===== config.mk =====
export PLATFORM = sky130hd
export DESIGN_NAME = adaptive_per_stream_sample_throttle
export DESIGN_NICKNAME = d
export VERILOG_FILES = /design/src/hdl/apst_pkg.sv /design/src/hdl/apst_ram.sv /design/src/hdl/adaptive_per_stream_sample_throttle.sv
export VERILOG_INCLUDE_DIRS = /design/src /design/src/hdl
export SDC_FILE = /design/constraint.sdc
export NUM_CORES = 2
export LEC_CHECK = 0
export ABC_AREA = 1
export BUFFER_PORTS_ARGS = -buffer_cell sky130_fd_sc_hd__clkbuf_2
export CAP_MARGIN = 25
export CORE_MARGIN = 2
export CORE_UTILIZATION = 60
export DETAILED_ROUTE_END_ITERATION = 12
export PLACE_DENSITY = 0.75
export SETUP_SLACK_MARGIN = 0.3
export SYNTH_ARGS = -nofsm -noshare
export SYNTH_HDL_FRONTEND = slang
export SYNTH_SLANG_ARGS = --single-unit

===== constraint.sdc =====
create_clock -name clk -period 7 [get_ports clk]
set_input_delay 1.4 -clock clk [delete_from_list [all_inputs] [get_ports clk]]
set_output_delay 1.4 -clock clk [all_outputs]
set_load 0.02 [all_outputs]

===== src/hdl/adaptive_per_stream_sample_throttle_macros.svh =====
// Assertion macros shared by the throttle RTL.
`ifndef ADAPTIVE_PER_STREAM_SAMPLE_THROTTLE_MACROS_SVH
`define ADAPTIVE_PER_STREAM_SAMPLE_THROTTLE_MACROS_SVH

// same-cycle implication, sampled on clk, off during reset
`define APST_ASSERT_NOW(label, ante, cons, msg) \
	label: assert property (@(posedge clk) disable iff (!arst_n) (ante) |-> (cons)) \
		else $error(msg);

// next-cycle implication, sampled on clk, off during reset
`define APST_ASSERT_NEXT(label, ante, cons, msg) \
	label: assert property (@(posedge clk) disable iff (!arst_n) (ante) |=> (cons)) \
		else $error(msg);

`endif


===== src/hdl/apst_pkg.sv =====
// Types, constants and helpers for the adaptive per-stream sample throttle.
package apst_pkg;

	localparam int TIME_W = 48;
	localparam int WIN_W  = 16;
	localparam int CNT_W  = 32;
	localparam int SID_W  = 4;
	localparam int REG_W  = 3;

	typedef logic [TIME_W-1:0] time_t;
	typedef logic [WIN_W-1:0]  win_t;
	typedef logic [CNT_W-1:0]  cnt_t;
	typedef logic [REG_W-1:0]  reg_idx_t;

	localparam reg_idx_t REG_BASE_SAMPLE   = 3'd0;
	localparam reg_idx_t REG_MAX_WIN       = 3'd1;
	localparam reg_idx_t REG_STEP          = 3'd2;
	localparam reg_idx_t REG_ADAPT_ENABLE  = 3'd3;
	localparam reg_idx_t REG_WARN_ENABLE   = 3'd4;
	localparam reg_idx_t REG_WARN_INTERVAL = 3'd5;

	localparam logic OP_RECORD = 1'b0;
	localparam logic OP_TICK   = 1'b1;

	localparam win_t RST_BASE_SAMPLE   = 16'd1000;
	localparam win_t RST_MAX_WIN       = 16'd5000;
	localparam win_t RST_STEP          = 16'd100;
	localparam win_t RST_WARN_INTERVAL = 16'd1000;

	localparam win_t  MIN_STEP_MS = 16'd100;
	localparam win_t  MIN_WARN_MS = 16'd200;
	localparam time_t QUIET_MS    = 48'd5000;

	typedef struct packed {
		win_t base_sample;
		win_t max_win;
		win_t step;
		logic adapt_enable;
		logic warn_enable;
		win_t warn_interval;
	} cfg_t;

	// true when now is at least span after then; never when now is before then
	function automatic logic elapsed_ms(input time_t now, input time_t then_t,
	                                    input time_t span);
		time_t diff;
		diff = now - then_t;
		return (now >= then_t) && (diff >= span);
	endfunction

endpackage


===== src/hdl/apst_ram.sv =====
// Generic single-write, single-read RAM with registered read data.
module apst_ram #(
	parameter int WIDTH = 48,
	parameter int DEPTH = 16
) (
	input  logic                                    clk,
	input  logic                                    we,
	input  logic [(DEPTH > 1 ? $clog2(DEPTH) : 1)-1:0] waddr,
	input  logic [WIDTH-1:0]                        wdata,
	input  logic                                    re,
	input  logic [(DEPTH > 1 ? $clog2(DEPTH) : 1)-1:0] raddr,
	output logic [WIDTH-1:0]                        rdata
);

	logic [WIDTH-1:0] mem_q [DEPTH];
	logic [WIDTH-1:0] rdata_q;

	always_ff @(posedge clk) begin
		if (we) begin
			mem_q[waddr] <= wdata;
		end
		if (re) begin
			rdata_q <= mem_q[raddr];
		end
	end

	assign rdata = rdata_q;

endmodule


===== src/hdl/adaptive_per_stream_sample_throttle.sv =====
// Top level of the adaptive per-stream sample throttle.
//
//  channel | dir | handshake            | beat
//  in      | in  | in_valid / in_ready   | op, src_id, record_time_ms, now_ms, drop_count
//  out     | out | out_valid / out_ready | keep, window_ms, warn, drop_delta
//  cfg     | in  | cfg_we               | cfg_index, cfg_data
//
// One beat per cycle sustained while out_ready keeps up; a result passes stage 1 and the output register.
// The limit is the last-kept table: one RAM read on accept, judged in stage 1 from the registered read data.
// Reset clears the table valid bits and loads the register reset values at once.
// A stalled result holds in the output register while one more beat waits in stage 1.
`include "adaptive_per_stream_sample_throttle_macros.svh"

module adaptive_per_stream_sample_throttle
	import apst_pkg::*;
#(
	parameter int NUM_STREAMS = 16
) (
	input  logic          clk,
	input  logic          arst_n,
	input  logic          in_valid,
	output logic          in_ready,
	input  logic          op,
	input  logic [3:0]    src_id,
	input  logic [47:0]   record_time_ms,
	input  logic [47:0]   now_ms,
	input  logic [31:0]   drop_count,
	output logic          out_valid,
	input  logic          out_ready,
	output logic          keep,
	output logic [15:0]   window_ms,
	output logic          warn,
	output logic [31:0]   drop_delta,
	input  logic          cfg_we,
	input  logic [2:0]    cfg_index,
	input  logic [15:0]   cfg_data
);

	localparam int IDX_W   = NUM_STREAMS > 1 ? $clog2(NUM_STREAMS) : 1;
	localparam int SID_CNT = 2 ** SID_W;

	typedef logic [IDX_W-1:0] idx_t;

	cfg_t cfg_q;

	win_t  cur_win_q;
	cnt_t  seen_drop_q;
	time_t last_warn_q;
	time_t last_act_q;
	logic [NUM_STREAMS-1:0] tbl_vld_q;

	logic  s1_vld_q;
	logic  op_s1;
	idx_t  sid_s1;
	time_t rtime_s1;
	time_t now_s1;
	cnt_t  drops_s1;
	logic  fwd_s1;
	time_t fwd_data_s1;

	logic out_vld_q;
	logic keep_q;
	win_t win_q;
	logic warn_q;
	cnt_t delta_q;

	logic  accept;
	logic  advance;
	idx_t  sid_map [SID_CNT];
	idx_t  sid_in;
	time_t ram_rdata;
	time_t last_kept;
	logic  too_soon;
	logic  is_record;
	logic  keep_c;
	logic  tbl_we;
	logic  new_drops;
	cnt_t  delta_c;
	win_t  interval;
	win_t  estep;
	win_t  limit;
	logic [WIN_W:0] grown;
	win_t  grown_win;
	win_t  shrunk_win;
	logic  warn_c;
	logic  shrink;
	win_t  win_nx;

	for (genvar g = 0; g < SID_CNT; g++) begin : g_sid_map
		assign sid_map[g] = IDX_W'(g % NUM_STREAMS);
	end

	assign sid_in   = sid_map[src_id];
	assign advance  = s1_vld_q && (!out_vld_q || out_ready);
	assign in_ready = !s1_vld_q || advance;
	assign accept   = in_valid && in_ready;

	apst_ram #(
		.WIDTH (TIME_W),
		.DEPTH (NUM_STREAMS)
	) u_last_kept (
		.clk   (clk),
		.we    (tbl_we),
		.waddr (sid_s1),
		.wdata (rtime_s1),
		.re    (accept),
		.raddr (sid_in),
		.rdata (ram_rdata)
	);

	// judge the record
	always_comb begin
		last_kept = '0;
		if (tbl_vld_q[sid_s1]) begin
			last_kept = fwd_s1 ? fwd_data_s1 : ram_rdata;
		end
		is_record = (op_s1 == OP_RECORD);
		too_soon  = (last_kept != '0) &&
		            !elapsed_ms(rtime_s1, last_kept, TIME_W'(cur_win_q));
		keep_c    = is_record && ((cur_win_q == '0) || !too_soon);
		tbl_we    = advance && is_record && (cur_win_q != '0) && !too_soon;
	end

	// drops, warning and window adaptation
	always_comb begin
		new_drops  = drops_s1 > seen_drop_q;
		delta_c    = new_drops ? drops_s1 - seen_drop_q : '0;
		interval   = cfg_q.warn_interval < MIN_WARN_MS ? MIN_WARN_MS : cfg_q.warn_interval;
		estep      = cfg_q.step < MIN_STEP_MS ? MIN_STEP_MS : cfg_q.step;
		limit      = cfg_q.max_win > cfg_q.base_sample ? cfg_q.max_win
		                                               : cfg_q.base_sample;
		grown      = {1'b0, cur_win_q} + {1'b0, estep};
		grown_win  = grown < {1'b0, limit} ? grown[WIN_W-1:0] : limit;
		shrunk_win = (cur_win_q - cfg_q.base_sample) <= estep ? cfg_q.base_sample
		                                                     : cur_win_q - estep;
		warn_c     = new_drops && cfg_q.warn_enable &&
		             ((last_warn_q == '0) ||
		              elapsed_ms(now_s1, last_warn_q, TIME_W'(interval)));
		shrink     = !new_drops && cfg_q.adapt_enable &&
		             (cur_win_q > cfg_q.base_sample) && (last_act_q != '0) &&
		             elapsed_ms(now_s1, last_act_q, QUIET_MS);
		win_nx     = cur_win_q;
		if (new_drops && cfg_q.adapt_enable) begin
			win_nx = grown_win;
		end else if (shrink) begin
			win_nx = shrunk_win;
		end
	end

	always_ff @(posedge clk or negedge arst_n) begin
		if (!arst_n) begin
			cfg_q.base_sample   <= RST_BASE_SAMPLE;
			cfg_q.max_win       <= RST_MAX_WIN;
			cfg_q.step          <= RST_STEP;
			cfg_q.adapt_enable  <= 1'b1;
			cfg_q.warn_enable   <= 1'b1;
			cfg_q.warn_interval <= RST_WARN_INTERVAL;
		end else if (cfg_we) begin
			unique case (cfg_index)
				REG_BASE_SAMPLE:   cfg_q.base_sample   <= cfg_data;
				REG_MAX_WIN:       cfg_q.max_win       <= cfg_data;
				REG_STEP:          cfg_q.step          <= cfg_data;
				REG_ADAPT_ENABLE:  cfg_q.adapt_enable  <= cfg_data[0];
				REG_WARN_ENABLE:   cfg_q.warn_enable   <= cfg_data[0];
				REG_WARN_INTERVAL: cfg_q.warn_interval <= cfg_data;
				default: ;
			endcase
		end
	end

	always_ff @(posedge clk or negedge arst_n) begin
		if (!arst_n) begin
			cur_win_q   <= RST_BASE_SAMPLE;
			seen_drop_q <= '0;
			last_warn_q <= '0;
			last_act_q  <= '0;
			tbl_vld_q   <= '0;
		end else begin
			if (cfg_we && (cfg_index == REG_BASE_SAMPLE)) begin
				cur_win_q <= cfg_data;
			end else if (advance) begin
				cur_win_q <= win_nx;
			end
			if (advance) begin
				if (new_drops) begin
					seen_drop_q <= drops_s1;
					last_act_q  <= now_s1;
				end else if (shrink) begin
					last_act_q  <= now_s1;
				end
				if (warn_c) begin
					last_warn_q <= now_s1;
				end
			end
			if (tbl_we) begin
				tbl_vld_q[sid_s1] <= 1'b1;
			end
		end
	end

	always_ff @(posedge clk or negedge arst_n) begin
		if (!arst_n) begin
			s1_vld_q  <= 1'b0;
			out_vld_q <= 1'b0;
		end else begin
			if (accept) begin
				s1_vld_q <= 1'b1;
			end else if (advance) begin
				s1_vld_q <= 1'b0;
			end
			if (advance) begin
				out_vld_q <= 1'b1;
			end else if (out_ready) begin
				out_vld_q <= 1'b0;
			end
		end
	end

	// stage 1 payload; catch a table write to the same stream at the accept edge
	always_ff @(posedge clk) begin
		if (accept) begin
			op_s1       <= op;
			sid_s1      <= sid_in;
			rtime_s1    <= record_time_ms;
			now_s1      <= now_ms;
			drops_s1    <= drop_count;
			fwd_s1      <= tbl_we && (sid_s1 == sid_in);
			fwd_data_s1 <= rtime_s1;
		end
	end

	always_ff @(posedge clk) begin
		if (advance) begin
			keep_q  <= keep_c;
			win_q   <= win_nx;
			warn_q  <= warn_c;
			delta_q <= delta_c;
		end
	end

	assign out_valid  = out_vld_q;
	assign keep       = keep_q;
	assign window_ms  = win_q;
	assign warn       = warn_q;
	assign drop_delta = delta_q;

	`APST_ASSERT_NEXT(a_tick_no_keep, advance && (op_s1 == OP_TICK), !keep_q, "tick beat was kept")
	`APST_ASSERT_NOW(a_warn_has_delta, out_vld_q && warn_q, delta_q != '0, "warn without new drops")
	`APST_ASSERT_NEXT(a_seen_tracks, advance && new_drops, seen_drop_q == $past(drops_s1), "seen count not updated")
	`APST_ASSERT_NEXT(a_no_grow_quiet, advance && !new_drops && !cfg_we, cur_win_q <= $past(cur_win_q), "window grew without drops")

endmodule

==> results list <==
- Die span in x: 342 um
- Initial cell density of the core: 60.3%
- The H-tree was split into 4 levels.
- The first global-routing pass estimated 297000 um of wire.
- Wire per inst: 21.2 um
- From bottom edge to top edge, the die measures 342 um.
* Synth-to-layout area growth: 10.9%
- Along the worst path, the maximum fanout reaches 28.
- Clock-pin slew on the worst setup and hold paths: 60 ps
- Num CTS Buffers: 134
* Maximum count of clock buffers along a single path: 3
- Most frequent cell on the critical path: nand2_1
- Setup repair after global routing missed its margin: no
- Clock period minus final worst setup slack: 6270 ps
- STA classifies the critical path endpoint as a flip-flop.
* 1st-pass router iterations: 6
* Hold Startpoint: tbl_vld_q[14]
- GR Util All Layers: 33.2%
- Post-detailed-route count of antenna-violating nets: 0
- Power share of the combinational group: 24.4%
- Worst-case headroom to the max-slew limit: 32.5%
- In this run, flip-flops and latches consume 41.8% of the power.
- The number of antenna diodes in the final layout is 0.
- For the worst-skew pair, the clock arrives at the later sink with an insertion delay of 800 ps.
- After routing, the total negative slack on setup checks comes to 0 ps.
* Number of warning messages in the yosys log: 0
- Across all layers, the routed design uses 53200 vias.
- For this run, the leading register cell type out of synthesis is edfxtp_1.
* Area inside the core boundary: 114000 sq um
- In the synthesized netlist, the number of instances is 7404.
- After legalization and detailed placement, the total HPWL measured 137000 um.
- DRC marker count from the first detailed-route iteration: 5654
- Worst-case clock skew: 63.9 ps
* Share of cells above drive strength 1: 8.82%
* Max IR drop VDD: 0.325 mV
* Die Footprint: 117000 sq um
- In this run, synthesis inferred 1048 flip-flops with an integrated enable.
- Clock tree root buffer cell: clkbuf_16
* CP peak stage delay: 450 ps
- Sequential cell area: 37200 sq um
- TritonCTS built the clock tree.
* Number of remaining DRC errors: 0
* Fin. max-slew vios: 0
- Highest-count cells in the layout ignoring fill and taps: 1793 x nand2_1, 1079 x inv_1, 1048 x edfxtp_1
* Via count of the first global-routing pass: 50700
- On the final layout, the worst hold slack is 455 ps.
- Fill count: 9167
* LEAKAGE: 33.7 nW
- The min-delay analysis places its worst path in the category flip-flop to flip-flop.
- Average footprint of a synthesized cell: 9.28 sq um
- The worst register-to-register path ends at u_last_kept.mem_q[15][34].
- Num ports: 209
* CP top delay family: simple AND/OR/NAND/NOR gates
- Final WL: 195000 um
- The number of cells on the worst reg-to-reg path is 28.
* Synthesized cell area: 68700 sq um
* Vias per Instance: 5.77
* Start of the worst register-to-register path: sid_s1[1]
- Together, buffers and inverters on the worst path number 7.
- Number of library cell types mapped by synthesis: 66
- The number of nets in the synthesized netlist is 7869.
- R2R Setup Slk: 730 ps
- At the worst endpoint, the required time is 7520 ps.
- Net switching is 32.7% of the power.
* Total of flip-flops plus latches after synthesis: 1276
* Most common library cell in the layout ignoring fill and taps: nand2_1
- The worst setup path is launched from a flip-flop.
* TritonCTS sink count: 1276
- Max-cap violation count: 0
- Largest net degree at the start of global routing: 150
* Residual overflow from global routing: 0
- Fmax: 160 MHz
- The run finished with clean final reports.
* Setup-violating endpoint count in the final report: 0
- The number of hold buffers added after CTS was 0.
- Worst-Margin Slew: 1010 ps
* Hold Path Cell Cnt: 2
* Endpoint arrival time on the critical path: 6790 ps
* Count of buffers inserted at the top-level ports: 208
- Final weighted congestion in routability-driven placement: 0.999
* Kind of critical path: flip-flop to flip-flop
* Total internal power: 14.4 mW
* Slowest stage cell, crit path: clkinv_2
- At the end of the flow, the number of nets in the layout was 8062.
- Rows: 124
- In this run the power density over the cells is 281 nW/um^2.
- The number of endpoints with negative hold slack in the final report came to 0.
- Initial antenna violation count: 5
- Clock power frac: 33.8%
- Area of the multi-input gates: 26300 sq um
- P_sw: 7.01 mW
* Hold Path End: tbl_vld_q[14]
* Fin crit share: 89.5%
- Of the synthesized area, sequential elements account for 54.2%.
* Fraction of registers with async set/reset: 17.9%
[Yosys cell counts (all sizes together) (13+ instances only)]
library cell     n  area [sq um]
nand2         1843          7040
o21bai          26           195
and2            23           144
nand4          138           863
nor3            46           252
buf             58           324
o21ai          500          2670
nor2           439          1680
xnor2           36           315
mux2i          192          1920
a21o            14           105
a31oi           13          81.3
o211ai         201          1510
ha             302          3780
nor4            30           188
o22ai           24           150
nand3b          18           135
xor2            87           762
clkbuf         182           683
inv           1115          4190
edfxtp        1048         31500
a21oi          474          2380
dfrtp          200          5000
dfstp           28           736
nand3          306          1600
[per-stage QoR]
step / worst slack, ps / utilization [%] / instances / total power, mW / instance area (sq um)
CTS: 302 / 66.8 / 9215 / 21.4 / 76200
global placement: 465 / 62.8 / 8967 / 14.1 / 71600
finish: 734 / 66.8 / 9219 / 21.5 / 76200
floorplan: 1310 / - / 7404 / 12.6 / 68700
detailed placement: 390 / 62.8 / 8969 / 14.2 / 71600
global route: 365 / 66.8 / 9219 / 22.5 / 76200
[flip-flops by register name, indices dropped and copies added, names as in the netlist]
signal and flops:
drops_s1 32, s1_vld_q 1, seen_drop_q 32, warn 1
fwd_s1 1, last_act_q 48, fwd_data_s1 48, u_last_kept.rdata 48
sid_s1 4, window_ms 16, tbl_vld_q 16, rtime_s1 48
op_s1 1, now_s1 48, cur_win_q 16, drop_delta 32
u_last_kept.mem_q 768, out_valid 1, cfg_q 66, keep 1
last_warn_q 48
[logic make-up (layout without fill, tap and decap cells)]
family          after synthesis  after routing  synth area share (%)
flops                      1276           1276                  54.2
simple gates               2854           2854                  17.4
fa+ha+maj                   308            308                  5.67
compound gates             1294           1294                  10.8
buf+inv                    1357           1660                  7.57
mux                         192            192                  2.80
xor+xnor                    123            123                  1.57
[repair_timing]
item / 4_1_cts / 5_1_grt
setup endpoints to repair: 0 / 465
gates resized for setup: 0 / 1
buffers inserted: 0 / 3
[how the worst max path moves through the flow]
stage,startpoint,endpoint,slack (ps),cells past startpoint
2_1_floorplan,out_ready,drops_s1[0],1310,4
3_3_place_gp,sid_s1[0],u_last_kept.mem_q[15][47],470,29
3_5_place_dp,sid_s1[1],u_last_kept.mem_q[15][46],390,27
4_1_cts,sid_s1[1],u_last_kept.mem_q[6][34],300,27
5_1_grt,sid_s1[0],u_last_kept.mem_q[6][34],360,29
6_report,sid_s1[1],u_last_kept.mem_q[15][34],730,28
[per-layer routing]
layer  part of all wire (%)  vias up  wire, um  global-route usage (%)
li1                       -    25400         -                       -
met1                     42    25100     81800                    45.9
met2                     47     2332     91100                    53.6
met3                    8.1      367     15800                    4.88
met4                    3.5        4      6780                    12.4
met5                  0.015        -        29                       0
[worst min-delay path: stages, from the launching register on]
cell     delay (ps)
dfrtp_1         320
inv_1            50
nand2_1          50
[power groups by stage]
stage	registers, mW	logic (mW)	clock network [mW]
6_report	8.97	5.23	7.25
4_1_cts	8.96	5.13	7.33
3_3_place_gp	9.11	4.99	0
2_1_floorplan	9.07	3.55	0
3_5_place_dp	9.12	5.10	0
5_1_grt	8.99	5.88	7.64
[final cells by class]
class	count	area share, %
sequential	1276	48.8
multi-input combinational	4771	34.5
inverter	1117	5.54
clock buffer	173	4.66
timing repair buffer	297	2.65
tap	1512	2.48
clock inverter	73	1.30
(Power assumes the default switching activity.)
